File: config.mk
export PLATFORM = sky130hd
export DESIGN_NAME = rdbs_front_flat
export DESIGN_NICKNAME = d
export VERILOG_FILES = /design/src/design/rdbs_pkg.sv /design/src/design/rdbs_req_if.sv /design/src/design/rdbs_front.sv /design/src/flat_wrapper.sv
export SDC_FILE = /design/constraint.sdc
export NUM_CORES = 1
export LEC_CHECK = 0
export ABC_AREA = 1
export BUFFER_PORTS_ARGS = -buffer_cell sky130_fd_sc_hd__buf_2
export CAP_MARGIN = 20
export CORE_ASPECT_RATIO = 1.1
export CORE_MARGIN = 5
export CORE_UTILIZATION = 51
export DETAILED_ROUTE_END_ITERATION = 7
export GPL_TIMING_DRIVEN = 0
export MAX_ROUTING_LAYER = met4
export PLACE_DENSITY = 0.9
export SYNTH_ARGS = -nofsm -noshare
export SYNTH_HDL_FRONTEND = slang
export SYNTH_SLANG_ARGS = --single-unit
File: constraint.sdc
create_clock -name clk -period 4.25 [get_ports clk]
set_input_delay 0.6375 -clock clk [delete_from_list [all_inputs] [get_ports clk]]
set_output_delay 0.6375 -clock clk [all_outputs]
set_load 0.05 [all_outputs]
File: src/design/rdbs_pkg.sv
// shared types and constants of the reuse detector bypass replacement block
package rdbs_pkg;

	// default geometry
	localparam int CACHE_SETS     = 2048;
	localparam int CACHE_WAYS     = 16;
	localparam int TABLE_SET_BITS = 8;
	localparam int TABLE_WAYS     = 16;
	localparam int TABLE_TAG_BITS = 9;
	localparam int PC_INDEX_BITS  = 7;

	// field widths of the channels
	localparam int MODE_W  = 1;
	localparam int SET_W   = 11;
	localparam int WAY_W   = 5;
	localparam int LINE_W  = 19;
	localparam int PCLOW_W = 9;
	localparam int KIND_W  = 2;

	// table sectors and pc tracking
	localparam int SECTOR_BITS   = 2;
	localparam int SECTORS       = 4;
	localparam int PC_SHIFT      = 2;
	localparam int TRACK_BITS    = 2;

	// counters
	localparam int CTR_W         = 10;
	localparam int REUSE_SHIFT   = 6;
	localparam int MISS_W        = 3;
	localparam logic [CTR_W-1:0] REUSE_INIT   = 10'd3;
	localparam logic [CTR_W-1:0] NOREUSE_INIT = 10'd0;

	// rrpv values
	localparam logic [1:0] RRPV_MAX  = 2'd3;
	localparam logic [1:0] RRPV_FILL = 2'd2;
	localparam logic [1:0] RRPV_HIT  = 2'd0;

	localparam logic MODE_VICTIM = 1'b0;
	localparam logic MODE_UPDATE = 1'b1;

	typedef enum logic [KIND_W-1:0] {
		KIND_LOAD,
		KIND_RFO,
		KIND_PREFETCH,
		KIND_WRITEBACK
	} kind_t;

	// class of a request as seen by the back end
	typedef enum logic [1:0] {
		OP_LOOKUP,
		OP_PLAIN,
		OP_UPDATE,
		OP_IGNORE
	} op_t;

	typedef struct packed {
		op_t                op;
		logic [SET_W-1:0]   set_index;
		logic [WAY_W-1:0]   way;
		logic [LINE_W-1:0]  line_address;
		logic [PCLOW_W-1:0] pc_low;
		logic               hit;
	} cmd_t;

	typedef struct packed {
		logic [WAY_W-1:0] victim_way;
		logic             bypass;
		logic             table_hit;
	} rsp_t;

	typedef struct packed {
		logic [CTR_W-1:0] reuse;
		logic [CTR_W-1:0] noreuse;
	} ctr_t;

endpackage

File: src/design/rdbs_req_if.sv
// request channel interface
interface rdbs_req_if;
	logic                          valid;
	logic                          ready;
	logic [rdbs_pkg::MODE_W-1:0]   mode;
	logic [rdbs_pkg::SET_W-1:0]    set_index;
	logic [rdbs_pkg::WAY_W-1:0]    way;
	logic [rdbs_pkg::LINE_W-1:0]   line_address;
	logic [rdbs_pkg::PCLOW_W-1:0]  pc_low;
	logic [rdbs_pkg::KIND_W-1:0]   access_kind;
	logic                          hit;

	modport source (output valid, mode, set_index, way, line_address, pc_low, access_kind,
		hit, input ready);
	modport sink (input valid, mode, set_index, way, line_address, pc_low, access_kind,
		hit, output ready);
endinterface

File: src/design/rdbs_front.sv
// front end: accepts requests, classifies them and queues them for the back end
module rdbs_front #(
	parameter int CACHE_WAYS = rdbs_pkg::CACHE_WAYS
) (
	input  logic             clk,
	input  logic             arst_n,
	rdbs_req_if.sink         req,
	input  logic             init_done,
	output logic             q_valid,
	input  logic             q_ready,
	output rdbs_pkg::cmd_t   q_cmd
);
	rdbs_pkg::cmd_t cmd_in;
	rdbs_pkg::cmd_t buf_q [2];
	logic           wr_ptr_q;
	logic           rd_ptr_q;
	logic [1:0]     cnt_q;
	logic           push;
	logic           pop;

	// classify
	always_comb begin
		cmd_in.set_index    = req.set_index;
		cmd_in.way          = req.way;
		cmd_in.line_address = req.line_address;
		cmd_in.pc_low       = req.pc_low;
		cmd_in.hit          = req.hit;
		if (req.mode == rdbs_pkg::MODE_UPDATE) begin
			if (req.access_kind != rdbs_pkg::KIND_WRITEBACK && 32'(req.way) < CACHE_WAYS) begin
				cmd_in.op = rdbs_pkg::OP_UPDATE;
			end else begin
				cmd_in.op = rdbs_pkg::OP_IGNORE;
			end
		end else if (req.access_kind == rdbs_pkg::KIND_WRITEBACK) begin
			cmd_in.op = rdbs_pkg::OP_PLAIN;
		end else begin
			cmd_in.op = rdbs_pkg::OP_LOOKUP;
		end
	end

	assign req.ready = init_done && (cnt_q != 2'd2);
	assign push      = req.valid && req.ready;
	assign q_valid   = (cnt_q != 2'd0);
	assign pop       = q_valid && q_ready;
	assign q_cmd     = buf_q[rd_ptr_q];

	always_ff @(posedge clk or negedge arst_n) begin
		if (!arst_n) begin
			wr_ptr_q <= 1'b0;
			rd_ptr_q <= 1'b0;
			cnt_q    <= 2'd0;
		end else begin
			if (push) begin
				wr_ptr_q <= !wr_ptr_q;
			end
			if (pop) begin
				rd_ptr_q <= !rd_ptr_q;
			end
			cnt_q <= cnt_q + 2'(push) - 2'(pop);
		end
	end

	always_ff @(posedge clk) begin
		if (push) begin
			buf_q[wr_ptr_q] <= cmd_in;
		end
	end
endmodule

File: src/flat_wrapper.sv
// flat-port wrapper written by rule: the top's interface ports become plain ports
module rdbs_front_flat 
#(
	parameter int CACHE_WAYS = rdbs_pkg::CACHE_WAYS
)
  (clk, arst_n, init_done, q_valid, q_ready, q_cmd, req_valid, req_mode, req_set_index, req_way, req_line_address, req_pc_low, req_access_kind, req_hit, req_ready);
  rdbs_req_if req_i ();
  input  logic clk;
  input  logic arst_n;
  input  logic init_done;
  output logic q_valid;
  input  logic q_ready;
  output rdbs_pkg::cmd_t q_cmd;
  input wire logic [$bits(req_i.valid)-1:0] req_valid;
  input wire logic [$bits(req_i.mode)-1:0] req_mode;
  input wire logic [$bits(req_i.set_index)-1:0] req_set_index;
  input wire logic [$bits(req_i.way)-1:0] req_way;
  input wire logic [$bits(req_i.line_address)-1:0] req_line_address;
  input wire logic [$bits(req_i.pc_low)-1:0] req_pc_low;
  input wire logic [$bits(req_i.access_kind)-1:0] req_access_kind;
  input wire logic [$bits(req_i.hit)-1:0] req_hit;
  output wire logic [$bits(req_i.ready)-1:0] req_ready;
  assign req_i.valid = req_valid;
  assign req_i.mode = req_mode;
  assign req_i.set_index = req_set_index;
  assign req_i.way = req_way;
  assign req_i.line_address = req_line_address;
  assign req_i.pc_low = req_pc_low;
  assign req_i.access_kind = req_access_kind;
  assign req_i.hit = req_hit;
  assign req_ready = req_i.ready;
  rdbs_front #(.CACHE_WAYS(CACHE_WAYS)) u_core (.clk(clk), .arst_n(arst_n), .req(req_i), .init_done(init_done), .q_valid(q_valid), .q_ready(q_ready), .q_cmd(q_cmd));
endmodule
Word level (Yosys, flattened, before mapping) --
Memory sizes are Yosys's and may differ from the RTL's. Cells that the tools add are included. W data, S select, Z words.
Storage, ports and cells: bits in read-only memories 0, output and inout bits 49, bits in registers 4, memories kept 1, logic and storage cells 22, bits in latches 0, memory bits (writable) 94, bits of input ports 53
Memories:
- u_core.buf_q | words 2, bits a word 47, rd ports 1, clocked after Yosys merged registers in 0, wr ports 1, RTL line rdbs_front.sv:14 | rdbs_pkg::cmd_t buf_q [2];
Operators by class: mux-type cells 5, $mul 0, equal/unequal tests 3, $add $sub $neg 2, div/mod/pow operators 0, bitwise gates (word level) 0, shift-type cells 0, $lt $le $gt $ge 1, reductions and logical operators 7
Operators with widths (count):
- $lt A5 B5 Y1 const B | 1
- $logic_and A1 B1 Y1 | 4
- $mux W1 | 4
- $ne A2 B2 Y1 const B | 2
- $add A2 B1 Y2 | 1
- $eq A2 B2 Y1 const B | 1
- $logic_not A1 Y1 | 2
- $mux W2 | 1
- $reduce_bool A2 Y1 | 1
- $sub A2 B1 Y2 | 1

Logic depth before layout (Yosys ltp) --
Gate-level depths: netlist (run 1).
word-level depth 5, mapped depth 10

Least setup slack after synthesis (run 1) --
No wires, ideal clock.
path type input -> register, start input req_valid, end memory u_core.buf_q[1][0] (netlist bit), enable pin, cell stages on the path 2, data arrival time 2729 ps, slack 1069 ps, cell sequence nand3_1 nor2_1
On the way: cells in the longest elaborated chain, start to end 3
Ends and longest elaborated chain:
- start, declared | RTL line flat_wrapper.sv:14 | input wire logic [$bits(req_i.valid)-1:0] req_valid;
- $logic_and A1 B1 Y1 | RTL line rdbs_front.sv:42 | assign push = req.valid && req.ready;
- $mux W1 | RTL line rdbs_front.sv:64 | if (push) begin
- $mux W1 (implied by the code) | RTL line rdbs_front.sv:65 | buf_q[wr_ptr_q] <= cmd_in;
- end, declared | RTL line rdbs_front.sv:14
No other way between the ends.

==> impl_metrics.py, run 1 <==
metrics = {
    "die": {
        "num_io_pins": 102,
        "dieWidth_um": 90.8,
        "start_util_pct": 52.2,
        "core_area_um2": 7010,
        "dieArea_um2": 8970,
        "num_rows": 32,
        "chipHeight_um": 98.9,
    },
    "yosys": {
        "netlist_instances": 280,
        "synth_area_per_cell_um2": 13.1,
        "yosysWarnings": 0,
        "synth_fp_nets": 335,
        "seq_area_frac_synth_pct": 79.8,
        "yosys.area.top_type": "edfxtp_1",
        "yosysUniqueCellTypes": 13,
        "synth_top_area_share_pct": 77.1,
        "synth_seq_cells": 98,
        "synthTopCellsByArea": "edfxtp_1 77%, nand2_1 16%, dfrtp_1 2.7%",
        "syn-cell-area_um2": 3660,
    },
    "global_routing": {
        "grt_first_pass_wirelength_mm": 10.9,
        "grt_util_all_layers_pct": 16.2,
        "first_global_vias": 2283,
        "grt_antenna_before_repair": 0,
        "grt_overflow_total": 0,
        "grt_max_degree": 27,
    },
    "timing": {
        "post-route-min-period_ns": 2.33,
        "finalCritPeriodShare_pct": 54.8,
        "max_freq_mhz": 430,
        "worst_pin_slew_ns": 0.652,
        "finalHoldViolations": 0,
        "setup_violations": 0,
        "fin_ws_ns": 1.92,
        "finalClockSkew_ns": 0.00803,
        "rsz0062_at_grt": "no",
        "setup_tns_ns": 0,
        "max_slew_margin_pct": 56.4,
        "finalMaxSlewViolations": 0,
    },
    "route": {
        "drt-initial-drc-count": 107,
        "route.detailed.drc": 0,
        "wl_per_cell_um": 14.1,
        "vias_per_cell": 4.84,
        "dr.pass1.iters": 5,
        "ant_nets": 0,
        "num_vias": 2341,
        "wl_mm": 6.84,
    },
    "critical_path": {
        "critical_path.max_fanout": 10,
        "reg2reg_to": "u_core.buf_q[1][24]",
        "worst_ep_arrival_time_ns": 1.69,
        "criticalPathCategory": "reg2out",
        "rr_worst_depth": 4,
        "rr_startpoint": "u_core.cnt_q[1]",
        "crit_required_ns": 3.61,
        "r2r_slack_ns": 2.44,
        "end_kind": "primary output",
        "setup.worst_path.start_class": "register",
    },
    "placement": {
        "gp_congestion": 0.760,
        "dp_hpwl_mm": 4.79,
        "port_buffers": 101,
        "place_ws_ns": 2.17,
    },
    "status": {
        "status": "complete, no violations",
    },
    "cts": {
        "clk_pin_slew_worst_paths_ns": 0.08,
        "cts_tree": "done",
        "clkSinkCount": 98,
        "h-tree-depth": 3,
        "clk_latency_ns": 0.36,
        "cts_resized": 0,
        "cts_hold_buf": 0,
        "cts_root_buffer": "clkbuf_8",
        "post_cts_buffers": 0,
        "cts_buffers": 9,
        "cts_buffer_depth": 2,
    },
    "final_layout": {
        "mostFrequentLayoutCell": "nand2_1",
        "syn_to_final_growth_pct": 24.4,
        "drive_gt1_share_pct": 32.3,
        "diodes": 0,
        "final_cell_mix": "153 x nand2_1, 107 x buf_2, 94 x edfxtp_1",
        "fin_nets": 449,
    },
    "power": {
        "peakVddDrop_mv": 0.529,
        "leakage_nw": 2.02,
        "power.density_nw_per_um2": 756,
    },
    "run": {
        "maxCapViolCount": 0,
    },
    "min_path": {
        "hp-class": "in2async",
    },
}
cells by family (layout without fill, tap and decap cells):
family / Yosys count / in the layout / synth area share (%)
AO/OA/AOI/OAI: 2 / 2 / 0.444
adder cells (fa/ha/maj): 2 / 2 / 0.683
AND/OR/NAND/NOR: 158 / 158 / 16.4
buffers and inverters: 20 / 139 / 2.67
flip-flops: 98 / 98 / 79.8
sequential cells by signal, indices dropped and copies added (netlist names):
signal           count
u_core.buf_q        94
u_core.cnt_q         2
u_core.rd_ptr_q      1
u_core.wr_ptr_q      1
critical path: stages (launching register included):
cell,delay [ns]
dfrtp_1,0.43
inv_2,0.08
buf_4,0.17
buf_2,0.23
nand2_1,0.09
nand2_1,0.07
buf_2,0.25
layout make-up:
class	instances	area (um^2)
inverter	10	37.5
tap	85	106
clock buffer	10	128
clock inverter	6	105
sequential	98	2920
timing repair buffer	103	546
buffer	10	60.1
fill	519	2450
multi-input combinational	162	648
Yosys cell counts:
cell and count:
inv_1 9, nor2_1 1, nand4_1 1, edfxtp_1 94, a22o_1 1, ha_1 2, buf_4 4, inv_2 1
nand3_1 3, nand2_1 153, buf_2 6, dfrtp_1 4, a21boi_0 1
per-layer routing:
| layer | wire, um | global-route usage, % |
|---|---|---|
| met1 | 2700 | 17.9 |
| met2 | 3490 | 27.0 |
| met3 | 495 | 5.42 |
| met4 | 155 | 6.32 |
| met5 | 0 | - |
worst max path at each step:
| stage | slack [ns] | cells past startpoint | endpoint | startpoint |
|---|---|---|---|---|
| floorplan | 1.07 | 2 | u_core.buf_q[1][0] | req_valid |
| global placement | -0.02 | 3 | u_core.buf_q[1][26] | init_done |
| detailed placement | 2.17 | 4 | u_core.buf_q[1][26] | init_done |
| CTS | 1.88 | 6 | q_cmd[40] | u_core.rd_ptr_q |
| global route | 1.79 | 6 | q_cmd[40] | u_core.rd_ptr_q |
| finish | 1.92 | 6 | q_cmd[40] | u_core.rd_ptr_q |
power breakdown:
group / total (W) / internal, W / switching [W]
Combinational: 0.00152 / 0.000323 / 0.00120
Sequential: 0.00124 / 0.00120 / 0.0000356
Clock: 0.000683 / 0.000387 / 0.000296
Total: 0.00344 / 0.00191 / 0.00153
per-stage QoR:
| stage | total power (W) | hold WS [ns] | util (%) | instances | area, um^2 |
|---|---|---|---|---|---|
| after floorplan | 0.00242 | 0.342 | - | 280 | 3660 |
| after global placement | 0.00276 | 0.448 | 61.0 | 466 | 4270 |
| after detailed placement | 0.00280 | 0.451 | 61.7 | 468 | 4320 |
| after CTS | 0.00348 | 0.0560 | 65.0 | 484 | 4550 |
| after global routing | 0.00362 | 0.0532 | 65.0 | 484 | 4550 |
| final | 0.00344 | 0.0688 | 65.0 | 484 | 4550 |
(Power assumes the default switching activity.)
==> inputs of run 2 (changes only) <==
--- a/config.mk
+++ b/config.mk
@@ -5,7 +5,7 @@
 export SDC_FILE = /design/constraint.sdc
 export NUM_CORES = 1
 export LEC_CHECK = 0
-export ABC_AREA = 1
+export ABC_AREA = 0
 export BUFFER_PORTS_ARGS = -buffer_cell sky130_fd_sc_hd__buf_2
 export CAP_MARGIN = 20
 export CORE_ASPECT_RATIO = 1.1
==> constraint.sdc (replaced) <==
create_clock -name clk -period 2.36 [get_ports clk]
set_input_delay 0.354 -clock clk [delete_from_list [all_inputs] [get_ports clk]]
set_output_delay 0.354 -clock clk [all_outputs]
set_load 0.05 [all_outputs]
==> run 2 against run 1 <==
Effect of this change: final cell count down 23%; total power is 71% higher; sequential power rose by 81%; combinational power is 59% higher; first-iteration DRC count fell by 57%; sequential share of layout area is 0.59 points lower; utilization increased by 0.23 points; cell area increased by 0.93%; area after synthesis up 0.89%; count of clock-buffer cells in the layout shrank 1.
==> impl_metrics.py, run 2 <==
metrics = {
    "status": {
        "status": "complete, no violations",
    },
    "placement": {
        "dp.cells": 354,
        "place_ws_ns": 0.377,
        "dp_hpwl_mm": 4.32,
        "port_buffers": 101,
        "gp_congestion": 0.645,
        "dpl_cell_area_um2": 4350,
    },
    "yosys": {
        "muxShareOfSynthArea_pct": 16.4,
        "synth_common_cells": "94 x edfxtp_1, 27 x mux2_2, 20 x mux2_4",
        "synth_top_area_share_pct": 76.4,
        "yosysWarnings": 0,
        "synth_area_per_cell_um2": 22.3,
        "yosys.area.top_type": "edfxtp_1",
        "synth_top_family_by_area": "multiplexers",
        "synth-xor-area-share_pct": 0.949,
        "synth_compound_area_share_pct": 0.237,
        "synth-edff-count": 94,
        "synthTopCellsByArea": "edfxtp_1 76%, mux2_2 8.2%, mux2_4 8.1%",
        "async_flop_share_pct": 4.08,
        "ys.flop_type": "edfxtp_1",
        "netlist_instances": 166,
        "synthAdderAreaFrac_pct": 0.678,
        "yosysUniqueCellTypes": 17,
        "synth_seq_cells": 98,
        "synth-simple-area-share_pct": 1.25,
        "yosysMostFrequentCell": "edfxtp_1",
        "seq_area_frac_synth_pct": 79.1,
        "synth_fp_nets": 221,
        "syn-cell-area_um2": 3690,
    },
    "critical_path": {
        "path_buf_inv": 3,
        "r2r_slack_ns": 0.40,
        "rr_startpoint": "u_core.cnt_q[1]",
        "crit_path_cell_trace": "buf_6 -> buf_6 -> mux2_4 -> buf_2",
        "rr_worst_depth": 4,
        "cp-startpoint": "u_core.rd_ptr_q",
        "worst_ep_arrival_time_ns": 1.61,
        "max_stage_delay_ns": 0.37,
        "cp_slowest_cell": "dfrtp_1",
        "critical_path.max_fanout": 10,
        "reg2reg_to": "u_core.buf_q[0][25]",
        "setup.worst_path.start_class": "register",
        "crit_top_cell": "buf_6",
        "criticalPathCategory": "reg2out",
        "end_kind": "primary output",
        "crit_required_ns": 2.01,
        "crit_family": "buffers and inverters",
    },
    "route": {
        "wl_mm": 6.10,
        "wl_met3_um": 379,
        "dr.pass1.iters": 4,
        "vias_per_cell": 5.00,
        "wl_met2_mm": 3.23,
        "met1_length_mm": 2.36,
        "ant_nets": 0,
        "wl_per_cell_um": 16.4,
        "num_vias": 1856,
        "drt-initial-drc-count": 46,
        "topRoutingLayerUsed": "met4",
        "route.detailed.drc": 0,
    },
    "min_path": {
        "hp-class": "in2reg",
        "holdPathStages": 1,
        "hold_start": "req_pc_low[3]",
        "min_to": "u_core.buf_q[1][4]",
    },
    "cts": {
        "cts_tree": "done",
        "post_cts_buffers": 0,
        "clk_pin_slew_worst_paths_ns": 0.09,
        "cts_root_buffer": "clkbuf_8",
        "cts_buffer_depth": 2,
        "cts_resized": 0,
        "cts_buffers": 9,
        "clk_latency_ns": 0.35,
        "clkSinkCount": 98,
        "h-tree-depth": 3,
        "cts_hold_buf": 1,
    },
    "timing": {
        "finalCritPeriodShare_pct": 83.2,
        "post-route-min-period_ns": 1.96,
        "finalHoldViolations": 0,
        "max_freq_mhz": 509,
        "finalMaxSlewViolations": 0,
        "rsz0062_at_grt": "no",
        "finalClockSkew_ns": 0.00535,
        "fin_ws_ns": 0.396,
        "setup_violations": 0,
        "worst_pin_slew_ns": 0.738,
        "max_slew_margin_pct": 50.7,
        "holdWs_ns": 0.191,
    },
    "run": {
        "maxCapViolCount": 0,
    },
    "final_layout": {
        "reg.largest.list": "u_core.buf_q: 94 flops, u_core.cnt_q: 2 flops",
        "diodes": 0,
        "layoutNonFillerInstCount": 371,
        "final_cell_mix": "103 x buf_2, 94 x edfxtp_1, 27 x mux2_2",
        "final_area_um2": 4600,
        "largest_reg_flops": 94,
        "fin_nets": 336,
        "syn_to_final_growth_pct": 24.4,
        "final_util_pct": 65.2,
        "top_register": "u_core.buf_q",
        "drive_gt1_share_pct": 60.1,
        "mostFrequentLayoutCell": "buf_2",
    },
    "power": {
        "leakage_nw": 1.81,
        "peakVddDrop_mv": 0.880,
        "power.density_nw_per_um2": 1280,
    },
    "die": {
        "dieWidth_um": 91.1,
        "dieArea_um2": 9050,
        "num_rows": 32,
        "num_io_pins": 102,
        "start_util_pct": 52.4,
        "chipHeight_um": 99.3,
        "core_area_um2": 7050,
    },
    "global_routing": {
        "grt_first_pass_wirelength_mm": 9.52,
        "first_global_vias": 2015,
        "grt_antenna_before_repair": 0,
        "grt_max_degree": 36,
        "grt_util_all_layers_pct": 14.2,
        "grt_overflow_total": 0,
    },
}
run 2: cell types whose count changed after synthesis, moves of 2 or more:
cell / before / now
buf_6: 0 / 3
buf_2: 6 / 2
mux2_4: 0 / 20
nand3_1: 3 / 0
xor2_1: 0 / 2
and2_1: 0 / 2
mux2_2: 0 / 27
inv_1: 9 / 2
nand2_1: 153 / 0
xnor2_1: 0 / 2
buf_4: 4 / 0
run 2: worst register-to-register path, stage by stage (launching register included):
cell and delay (ns):
dfrtp_1 0.42, nand2b_1 0.09, and3_1 0.23, nor2b_4 0.65
buf_12 0.27
run 2: power by group:
part / switching, W / leakage (nW) / internal [W] / total [W]
logic: 0.00164 / 0.783 / 0.000786 / 0.00242
clock network: 0.000521 / 0.118 / 0.000693 / 0.00121
registers: 0.0000733 / 0.906 / 0.00217 / 0.00224
total: 0.00223 / 1.81 / 0.00365 / 0.00588
run 2: cell families (layout without fill, tap and decap cells):
| kind of cell | Yosys count | in the layout |
|---|---|---|
| buf+inv | 7 | 127 |
| flops | 98 | 98 |
| compound gates | 1 | 1 |
| xor+xnor | 4 | 4 |
| simple gates | 7 | 7 |
| mux | 47 | 47 |
| fa+ha+maj | 2 | 2 |
run 2: through the flow:
| stage | TNS, ns | total power, W |
|---|---|---|
| floorplan | 0 | 0.00425 |
| global placement | -22.13 | 0.00468 |
| detailed placement | 0 | 0.00474 |
| CTS | 0 | 0.00596 |
| global route | 0 | 0.00614 |
| finish | 0 | 0.00588 |
run 2: how the worst max path moves through the flow:
stage,slack [ns],cells after the start,to
2_1_floorplan,0.12,3,u_core.buf_q[1][0]
4_1_cts,0.34,4,u_core.buf_q[0][25]
5_1_grt,0.24,4,u_core.buf_q[0][26]
3_3_place_gp,-0.47,3,u_core.buf_q[1][20]
6_report,0.40,4,q_cmd[28]
3_5_place_dp,0.38,4,u_core.buf_q[0][16]
run 2: final cells by class:
| cell class | instances | area (um^2) |
|---|---|---|
| buffer | 5 | 43.8 |
| clock buffer | 9 | 124 |
| clock inverter | 7 | 108 |
| fill | 485 | 2450 |
| inverter | 2 | 7.51 |
| multi-input combinational | 61 | 728 |
| sequential | 98 | 2920 |
| tap | 85 | 106 |
| timing repair buffer | 104 | 556 |
run 2: layer usage:
layer	GRT usage (%)	vias up
li1	-	876
met1	15.7	906
met2	24.1	64
met3	3.63	10
met4	6.43	0
met5	-	-
